File: src/rtl/wfd_pkg.sv
// Shared types, constants and helpers of the WebSocket frame decoder.
// Used by wfd_parser, wfd_out_reg and websocket_frame_decoder_unit.
`default_nettype none

package wfd_pkg;

  localparam int LengthBits = 64;

  typedef enum logic [2:0] {
    PH_HDR0 = 3'd0,
    PH_HDR1 = 3'd1,
    PH_EXT  = 3'd2,
    PH_KEY  = 3'd3,
    PH_DATA = 3'd4
  } phase_t;

  localparam logic [6:0] LenCode16 = 7'd126;
  localparam logic [6:0] LenCode64 = 7'd127;
  localparam logic [3:0] ExtBytes16 = 4'd2;
  localparam logic [3:0] ExtBytes64 = 4'd8;

  localparam logic [3:0] OpContinue = 4'h0;
  localparam logic [3:0] OpBinary   = 4'h2;
  localparam logic [3:0] OpClose    = 4'h8;
  localparam logic [3:0] OpPing     = 4'h9;
  localparam logic [3:0] OpPong     = 4'hA;

  localparam logic [2:0] KindData  = 3'd0;
  localparam logic [2:0] KindPing  = 3'd1;
  localparam logic [2:0] KindPong  = 3'd2;
  localparam logic [2:0] KindClose = 3'd3;
  localparam logic [2:0] KindOther = 3'd4;

  typedef struct packed {
    logic [7:0] payload_byte;
    logic       has_byte;
    logic [2:0] frame_kind;
    logic [3:0] frame_opcode;
    logic       final_flag;
    logic       last_of_frame;
    logic       msg_done;
  } result_t;

  function automatic logic [2:0] kind_of(input logic [3:0] op);
    logic [2:0] k;
    if (op <= OpBinary) k = KindData;
    else if (op == OpPing) k = KindPing;
    else if (op == OpPong) k = KindPong;
    else if (op == OpClose) k = KindClose;
    else k = KindOther;
    return k;
  endfunction

endpackage

`default_nettype wire

File: src/rtl/wfd_parser.sv
// Frame header parser and payload unmasking for one registered byte a cycle while advance is high.
// Depends on wfd_pkg for the phase type, length codes and result layout.
`default_nettype none

module wfd_parser #(
  parameter int LENGTH_BITS = wfd_pkg::LengthBits
) (
  input  wire logic            clk,
  input  wire logic            rst,
  input  wire logic            advance,
  input  wire logic [7:0]      rx_byte,
  output wfd_pkg::result_t     res,
  output logic                 emit
);
  import wfd_pkg::*;

  phase_t                 phase, phase_next;
  logic [3:0]             extra_left, extra_left_next;
  logic [LENGTH_BITS-1:0] payload_left, payload_left_next;
  logic [1:0]             key_index, key_index_next;
  logic [31:0]            key_word, key_word_next;
  logic                   is_masked, is_masked_next;
  logic [3:0]             current_opcode, current_opcode_next;
  logic                   current_fin, current_fin_next;

  logic [6:0]             code;
  logic [LENGTH_BITS-1:0] code_len;
  logic [LENGTH_BITS-1:0] ext_len;
  logic [LENGTH_BITS-1:0] dec_len;
  logic                   ext_done;
  logic                   ext_zero;
  logic                   left_zero;
  logic                   left_one;
  logic [7:0]             key_byte;
  logic                   empty_frame;
  logic                   last;
  logic [2:0]             kind;

  assign code      = rx_byte[6:0];
  assign code_len  = LENGTH_BITS'(code);
  assign ext_len   = {payload_left[LENGTH_BITS-9:0], rx_byte};
  assign dec_len   = payload_left - LENGTH_BITS'(1);
  assign ext_done  = (extra_left == 4'd1);
  assign ext_zero  = (ext_len == '0);
  assign left_zero = (payload_left == '0);
  assign left_one  = (payload_left == LENGTH_BITS'(1));
  assign key_byte  = key_word[8*(3-key_index) +: 8];
  assign kind      = kind_of(current_opcode);

  always_comb begin
    phase_next          = phase;
    extra_left_next     = extra_left;
    payload_left_next   = payload_left;
    key_index_next      = key_index;
    key_word_next       = key_word;
    is_masked_next      = is_masked;
    current_opcode_next = current_opcode;
    current_fin_next    = current_fin;
    case (phase)
      PH_HDR1: begin
        is_masked_next = rx_byte[7];
        if (code == LenCode16 || code == LenCode64) begin
          payload_left_next = '0;
          extra_left_next   = (code == LenCode16) ? ExtBytes16 : ExtBytes64;
          phase_next        = PH_EXT;
        end else begin
          payload_left_next = code_len;
          key_index_next    = 2'd0;
          if (rx_byte[7]) begin
            phase_next = PH_KEY;
          end else begin
            key_word_next = '0;
            phase_next    = (code == 7'd0) ? PH_HDR0 : PH_DATA;
          end
        end
      end
      PH_EXT: begin
        payload_left_next = ext_len;
        extra_left_next   = extra_left - 4'd1;
        if (ext_done) begin
          key_index_next = 2'd0;
          if (is_masked) begin
            phase_next = PH_KEY;
          end else begin
            key_word_next = '0;
            phase_next    = ext_zero ? PH_HDR0 : PH_DATA;
          end
        end
      end
      PH_KEY: begin
        key_word_next  = {key_word[23:0], rx_byte};
        key_index_next = key_index + 2'd1;
        if (key_index == 2'd3) begin
          phase_next = left_zero ? PH_HDR0 : PH_DATA;
        end
      end
      PH_DATA: begin
        key_index_next    = key_index + 2'd1;
        payload_left_next = dec_len;
        if (left_one) begin
          phase_next = PH_HDR0;
        end
      end
      default: begin
        current_fin_next    = rx_byte[7];
        current_opcode_next = rx_byte[3:0];
        phase_next          = PH_HDR1;
      end
    endcase
  end

  always_comb begin
    empty_frame = 1'b0;
    case (phase)
      PH_HDR1: empty_frame = !rx_byte[7] && (code == 7'd0);
      PH_EXT:  empty_frame = ext_done && !is_masked && ext_zero;
      PH_KEY:  empty_frame = (key_index == 2'd3) && left_zero;
      default: empty_frame = 1'b0;
    endcase
    emit = (phase == PH_DATA) || empty_frame;
    last = (phase == PH_DATA) ? left_one : 1'b1;
    res.payload_byte  = (phase == PH_DATA) ? (rx_byte ^ key_byte) : 8'd0;
    res.has_byte      = (phase == PH_DATA);
    res.frame_kind    = kind;
    res.frame_opcode  = current_opcode;
    res.final_flag    = current_fin;
    res.last_of_frame = last;
    res.msg_done      = last && (kind == KindData) && current_fin;
  end

  always_ff @(posedge clk) begin
    if (rst) begin
      phase          <= PH_HDR0;
      extra_left     <= '0;
      payload_left   <= '0;
      key_index      <= '0;
      key_word       <= '0;
      is_masked      <= 1'b0;
      current_opcode <= '0;
      current_fin    <= 1'b0;
    end else if (advance) begin
      phase          <= phase_next;
      extra_left     <= extra_left_next;
      payload_left   <= payload_left_next;
      key_index      <= key_index_next;
      key_word       <= key_word_next;
      is_masked      <= is_masked_next;
      current_opcode <= current_opcode_next;
      current_fin    <= current_fin_next;
    end
  end

  a_data_left: assert property (@(posedge clk) disable iff (rst)
    phase == PH_DATA |-> payload_left != '0)
    else $error("payload phase with no bytes left");

  a_end_is_last: assert property (@(posedge clk) disable iff (rst)
    emit && res.msg_done |-> res.last_of_frame && res.frame_kind == KindData)
    else $error("message end off a data frame end");

  a_empty_marker: assert property (@(posedge clk) disable iff (rst)
    emit && !res.has_byte |-> res.payload_byte == 8'd0 && res.last_of_frame)
    else $error("empty frame marker malformed");

  a_leave_data: assert property (@(posedge clk) disable iff (rst)
    advance && phase == PH_DATA && left_one |=> phase == PH_HDR0)
    else $error("payload end not followed by header");

endmodule

`default_nettype wire

File: src/rtl/wfd_out_reg.sv
// Result register of the frame decoder: holds one result beat until taken.
// Depends on wfd_pkg for the result layout.
`default_nettype none

module wfd_out_reg (
  input  wire logic             clk,
  input  wire logic             rst,
  input  wire logic             load,
  input  wire wfd_pkg::result_t res,
  input  wire logic             out_stall,
  output logic                  out_free,
  output logic                  out_valid,
  output logic [7:0]            payload_byte,
  output logic                  has_byte,
  output logic [2:0]            frame_kind,
  output logic [3:0]            frame_opcode,
  output logic                  final_flag,
  output logic                  last_of_frame,
  output logic                  msg_done
);
  import wfd_pkg::*;

  result_t held;
  logic    valid;

  assign out_free = !valid || !out_stall;

  always_ff @(posedge clk) begin
    if (rst) begin
      valid <= 1'b0;
    end else if (load) begin
      valid <= 1'b1;
    end else if (!out_stall) begin
      valid <= 1'b0;
    end
  end

  always_ff @(posedge clk) begin
    if (load) begin
      held <= res;
    end
  end

  assign out_valid     = valid;
  assign payload_byte  = held.payload_byte;
  assign has_byte      = held.has_byte;
  assign frame_kind    = held.frame_kind;
  assign frame_opcode  = held.frame_opcode;
  assign final_flag    = held.final_flag;
  assign last_of_frame = held.last_of_frame;
  assign msg_done      = held.msg_done;

  a_no_overwrite: assert property (@(posedge clk) disable iff (rst)
    load |-> out_free)
    else $error("result register overwritten while stalled");

  a_load_shows: assert property (@(posedge clk) disable iff (rst)
    load |=> out_valid)
    else $error("loaded result not presented");

  a_hold_stalled: assert property (@(posedge clk) disable iff (rst)
    out_valid && out_stall |=> out_valid && $stable(held))
    else $error("stalled result dropped or changed");

endmodule

`default_nettype wire

File: src/rtl/websocket_frame_decoder_unit.sv
// WebSocket receive-side frame decoder, top level.
// Input byte register, wfd_parser and wfd_out_reg; depends on wfd_pkg.
//
// Use:
//   Input channel: in_valid, in_stall, rx_byte. One received byte per beat,
//   in stream order, header bytes and payload bytes alike.
//   Output channel: out_valid, out_stall and the result fields. One beat per
//   payload byte (unmasked, tagged with kind, opcode and FIN), and one beat
//   with has_byte low for a frame with an empty payload. Header bytes that
//   end no frame give no beat.
//   Path: an accepted byte is held in the input register, decoded by the parser
//   and its result held in the result register, which presents it.
//   Throughput: one byte per cycle while no stalled result blocks it, bound by
//   the single pass from the input register through the parser to the result register.
//   Stalls: when out_stall holds a result, a byte that gives no result still
//   advances; a byte that gives a result waits in the input register and
//   in_stall rises until the result register frees.
//   Reset: rst empties both registers and clears the parser; the next byte is taken
//   as the first header byte of a frame.
`default_nettype none

module websocket_frame_decoder_unit #(
  parameter int LENGTH_BITS = wfd_pkg::LengthBits
) (
  input  wire logic       clk,
  input  wire logic       rst,
  input  wire logic       in_valid,
  output logic            in_stall,
  input  wire logic [7:0] rx_byte,
  output logic            out_valid,
  input  wire logic       out_stall,
  output logic [7:0]      payload_byte,
  output logic            has_byte,
  output logic [2:0]      frame_kind,
  output logic [3:0]      frame_opcode,
  output logic            final_flag,
  output logic            last_of_frame,
  output logic            msg_done
);
  import wfd_pkg::*;

  logic       in_full;
  logic [7:0] in_byte;
  logic       advance;
  logic       accept;
  logic       emit;
  logic       out_free;
  result_t    res;

  assign advance  = in_full && (!emit || out_free);
  assign in_stall = in_full && !advance;
  assign accept   = in_valid && !in_stall;

  always_ff @(posedge clk) begin
    if (rst) begin
      in_full <= 1'b0;
    end else if (accept) begin
      in_full <= 1'b1;
    end else if (advance) begin
      in_full <= 1'b0;
    end
  end

  always_ff @(posedge clk) begin
    if (accept) begin
      in_byte <= rx_byte;
    end
  end

  wfd_parser #(
    .LENGTH_BITS(LENGTH_BITS)
  ) u_parser (
    .clk    (clk),
    .rst    (rst),
    .advance(advance),
    .rx_byte(in_byte),
    .res    (res),
    .emit   (emit)
  );

  wfd_out_reg u_out_reg (
    .clk          (clk),
    .rst          (rst),
    .load         (advance && emit),
    .res          (res),
    .out_stall    (out_stall),
    .out_free     (out_free),
    .out_valid    (out_valid),
    .payload_byte (payload_byte),
    .has_byte     (has_byte),
    .frame_kind   (frame_kind),
    .frame_opcode (frame_opcode),
    .final_flag   (final_flag),
    .last_of_frame(last_of_frame),
    .msg_done     (msg_done)
  );

  a_stall_full: assert property (@(posedge clk) disable iff (rst)
    in_stall |-> in_full && emit && out_valid && out_stall)
    else $error("input stalled without a blocked result");

  a_held_byte: assert property (@(posedge clk) disable iff (rst)
    in_full && !advance |=> in_full && $stable(in_byte))
    else $error("waiting byte lost");

  a_accept_fill: assert property (@(posedge clk) disable iff (rst)
    accept |=> in_full)
    else $error("accepted byte not registered");

endmodule

`default_nettype wire

File: config.mk
export PLATFORM = sky130hd
export DESIGN_NAME = websocket_frame_decoder_unit
export DESIGN_NICKNAME = d
export VERILOG_FILES = /design/src/rtl/wfd_pkg.sv /design/src/rtl/wfd_parser.sv /design/src/rtl/wfd_out_reg.sv /design/src/rtl/websocket_frame_decoder_unit.sv
export SDC_FILE = /design/constraint.sdc
export NUM_CORES = 1
export LEC_CHECK = 0
export BUFFER_PORTS_ARGS = -buffer_cell sky130_fd_sc_hd__buf_2
export CORE_MARGIN = 1
export CORE_UTILIZATION = 45
export DETAILED_ROUTE_END_ITERATION = 10
export GPL_TIMING_DRIVEN = 0
export PLACE_DENSITY_LB_ADDON = 0.08
export SYNTH_ARGS = -nofsm -noshare
export SYNTH_HDL_FRONTEND = slang
export SYNTH_HIERARCHICAL = 1
export SYNTH_SLANG_ARGS = --single-unit
File: constraint.sdc
create_clock -name clk -period 10.7 [get_ports clk]
set_input_delay 0.535 -clock clk [delete_from_list [all_inputs] [get_ports clk]]
set_output_delay 0.535 -clock clk [all_outputs]
set_load 0.005 [all_outputs]
==> metrics.txt <==
total power divided by cell area=159 mW/mm^2; CP max FO=10; hold buffers post-CTS=0; CTS tree=built; Worst Setup SP=u_parser/phase[1]; cell leakage power=3.12 nW; Yosys top cell by area=dfxtp_1; final hold viol count=0; Worst R2R End=u_parser/key_word[19]; Multi-input gate area=0.00401 sq mm; Post-layout nets=954; # port buffers=32; H-tree Lvls=4; Worst Setup Slack post-DPL=5.60 ns; count of pins over their slew limit=0; first-pass GRT wire length=40,200 microns; status=finished, final reports clean; Clock Sink Count=140; RSZ-0062 raised after global routing=false; dominant cells by area after synthesis=dfxtp_1 (31%), edfxtp_1 (11%), nand2_1 (5.2%); RePlAce Congestion=0.925; final setup margin=5.47 ns; Final Hold Slack=0.280 ns; row count=46; dpl cell area=0.00783 sq mm; min-delay worst type=in2reg; overall die width=approximately 130 microns; Core Area=between 0.015 and 0.02 sq mm; peak supply drop=0.107 mV; Clock Path Buffers=2; YS warnings=6; Die Height=130 microns; Post-synth top cells=dfxtp_1 (113), nand2_1 (102), nor2_1 (84), o21ai_0 (76), nand3_1 (62); fin util=0.529; Syn Area/Cell=8.34 sq um; Worst EP arrival=~5.6 ns; Final Setup Violations=0; Wirelength per Cell=approximately 22 microns; worst r2r path cells=15; layout cells sized above 1=0.102; fin crit share=0.489; setup bufs post-CTS=0; Yosys reg bits=140; Final Critical Period=5.23 ns; vias=7,523; clock skew=0.00766 ns; sequential share of the synthesized area=0.416; Startpoint Class=flip-flop; top cell type's share of synthesized area=0.306; worst r2r src=u_parser/phase[1]; Cells after Synth=885; WHS Path Cells=1; Post-synth ARST share=0; Starting DRT DRC Count=about 1,100; boundary pin count=33; vias in the first global route=just over 7,000; R2R Setup Slk=5.47 ns; clk_lat worst skew=0.43 ns; Detailed Routing Iterations Pass 1=6; library cells used by synthesis=68; Total Routing Usage GR=0.321; total CTS buffers=17; Psw=~0.00040 W; Pint=0.000943 W; Fmax=191 MHz; power share of the combinational group=0.135; DR vias/cell=6.45; n_diodes=0; die outline area=0.0169 sq mm; Slew @ Worst Pin=1.09 ns; Req. time, crit path=~11 ns; Seq pwr share=0.415; Crit. End Element=flip-flop; Switching Share=0.296; Area Growth Syn to Fin=14.2%; Max Cap Viol=0; Register Area=about 0.0031 sq mm; Mapped Area=0.00738 sq mm; Root Buffer=clkbuf_16; total global routing overflow=0; antenna violations before repair=0; Post-synth top flop=dfxtp_1; Post-CTS Resized=0; antenna viol nets, final=0; most frequent cell after synthesis=dfxtp_1; Final HPWL DP=17,900 microns; crit path capture=u_parser/key_word[19]; DRC violations left=0; syn nets=902; Setup CP Type=reg2reg; clk slew on worst S/H paths=around 0.07 ns; Setup TNS Final=0 ns; Total Wirelength=26,000 microns; Slew HR=0.269; Fillers=1,534; EDFF count, synth=27; Clock power frac=0.450; Starting Density=0.463; pin count of the biggest net entering global routing=17; cell area after layout=0.00843 sq mm
-- power by group through the flow --
stage	registers (W)	logic, W	clock network (W)
4_1_cts	0.000555	0.000175	0.000611
5_1_grt	0.000556	0.000193	0.000635
3_3_place_gp	0.000567	0.000173	0
3_5_place_dp	0.000567	0.000174	0
2_1_floorplan	0.000562	0.000120	0
6_report	0.000556	0.000181	0.000603
-- placed cells by master, fill, tap and decap left out, drive strengths merged, types with 10 or more instances in the layout --
master  instances
and3           14
inv            24
o211ai         10
xnor2          10
mux2i          12
o22ai          12
nor3           42
nand4          10
or3            12
clkbuf         73
buf            41
or4            14
a22oi          14
a32o           12
dfxtp         113
edfxtp         27
nor2           84
a21oi          39
nand3          62
nand2         102
nor4           17
o21ai          76
-- registers in the layout, indices dropped and copies added (netlist names) --
register and flops:
u_out_reg/final_flag 1, in_full 1, u_parser/current_opcode 4, u_out_reg/frame_kind 3, u_out_reg/msg_done 1, u_parser/phase 3, u_parser/payload_left 64, u_out_reg/last_of_frame 1
u_parser/current_fin 1, u_out_reg/payload_byte 8, u_out_reg/has_byte 1, u_parser/is_masked 1, u_parser/extra_left 4, u_out_reg/out_valid 1, u_parser/key_word 32, u_parser/key_index 2
u_out_reg/frame_opcode 4, in_byte 8
-- worst max-delay path: stages (launching register included) --
cell,delay (ns)
dfxtp_1,0.39
clkbuf_1,0.32
nor2_1,0.16
nand2_1,0.35
clkbuf_1,0.57
buf_1,0.55
o21ai_0,0.18
a31oi_1,0.21
nand2_1,0.12
a21boi_1,0.28
o21a_1,0.29
nor2b_1,0.22
a21boi_1,0.71
clkbuf_1,0.50
nand3_1,0.16
o21ai_0,0.12
-- kinds of logic after synthesis --
logic type               count (synthesis)  synth area share
buffers and inverters                   78            0.0407
XOR/XNOR                                16            0.0190
flip-flops                             140             0.416
adder cells (fa/ha/maj)                  5           0.00848
multiplexers                            22            0.0437
AO/OA/AOI/OAI                          233             0.209
AND/OR/NAND/NOR                        391             0.263
-- area by class of cell --
class	instances	area share
timing repair buffer	33	0.0208
sequential	140	0.365
inverter	16	0.00713
tap	216	0.0321
buffer	62	0.0285
clock inverter	13	0.0171
multi-input combinational	667	0.476
clock buffer	19	0.0539
-- per-layer routing --
metal,wire length [microns],up-vias,track usage
met4,944,0,0.142
li1,-,3413,-
met1,11200,3619,0.445
met2,11600,420,0.483
met3,2360,71,0.0619
met5,0,-,0
-- through the flow --
step	power, W	cells
floorplan	0.000682	885
finish	0.00134	1166
global placement	0.000739	1133
CTS	0.00134	1166
detailed placement	0.000741	1134
global route	0.00138	1166
-- worst min path at each step --
stage,slack (ns),end,start
after global placement,0.44,u_parser/key_word[25],u_parser/key_word[25]
after global routing,0.27,in_byte[6],rx_byte[6]
final,0.28,in_byte[0],rx_byte[0]
after CTS,0.27,in_byte[0],rx_byte[0]
after detailed placement,0.45,u_parser/key_word[24],u_parser/key_word[24]
after floorplan,0.43,u_parser/key_word[24],u_parser/key_word[24]
Power figures use the tool's default switching activity.
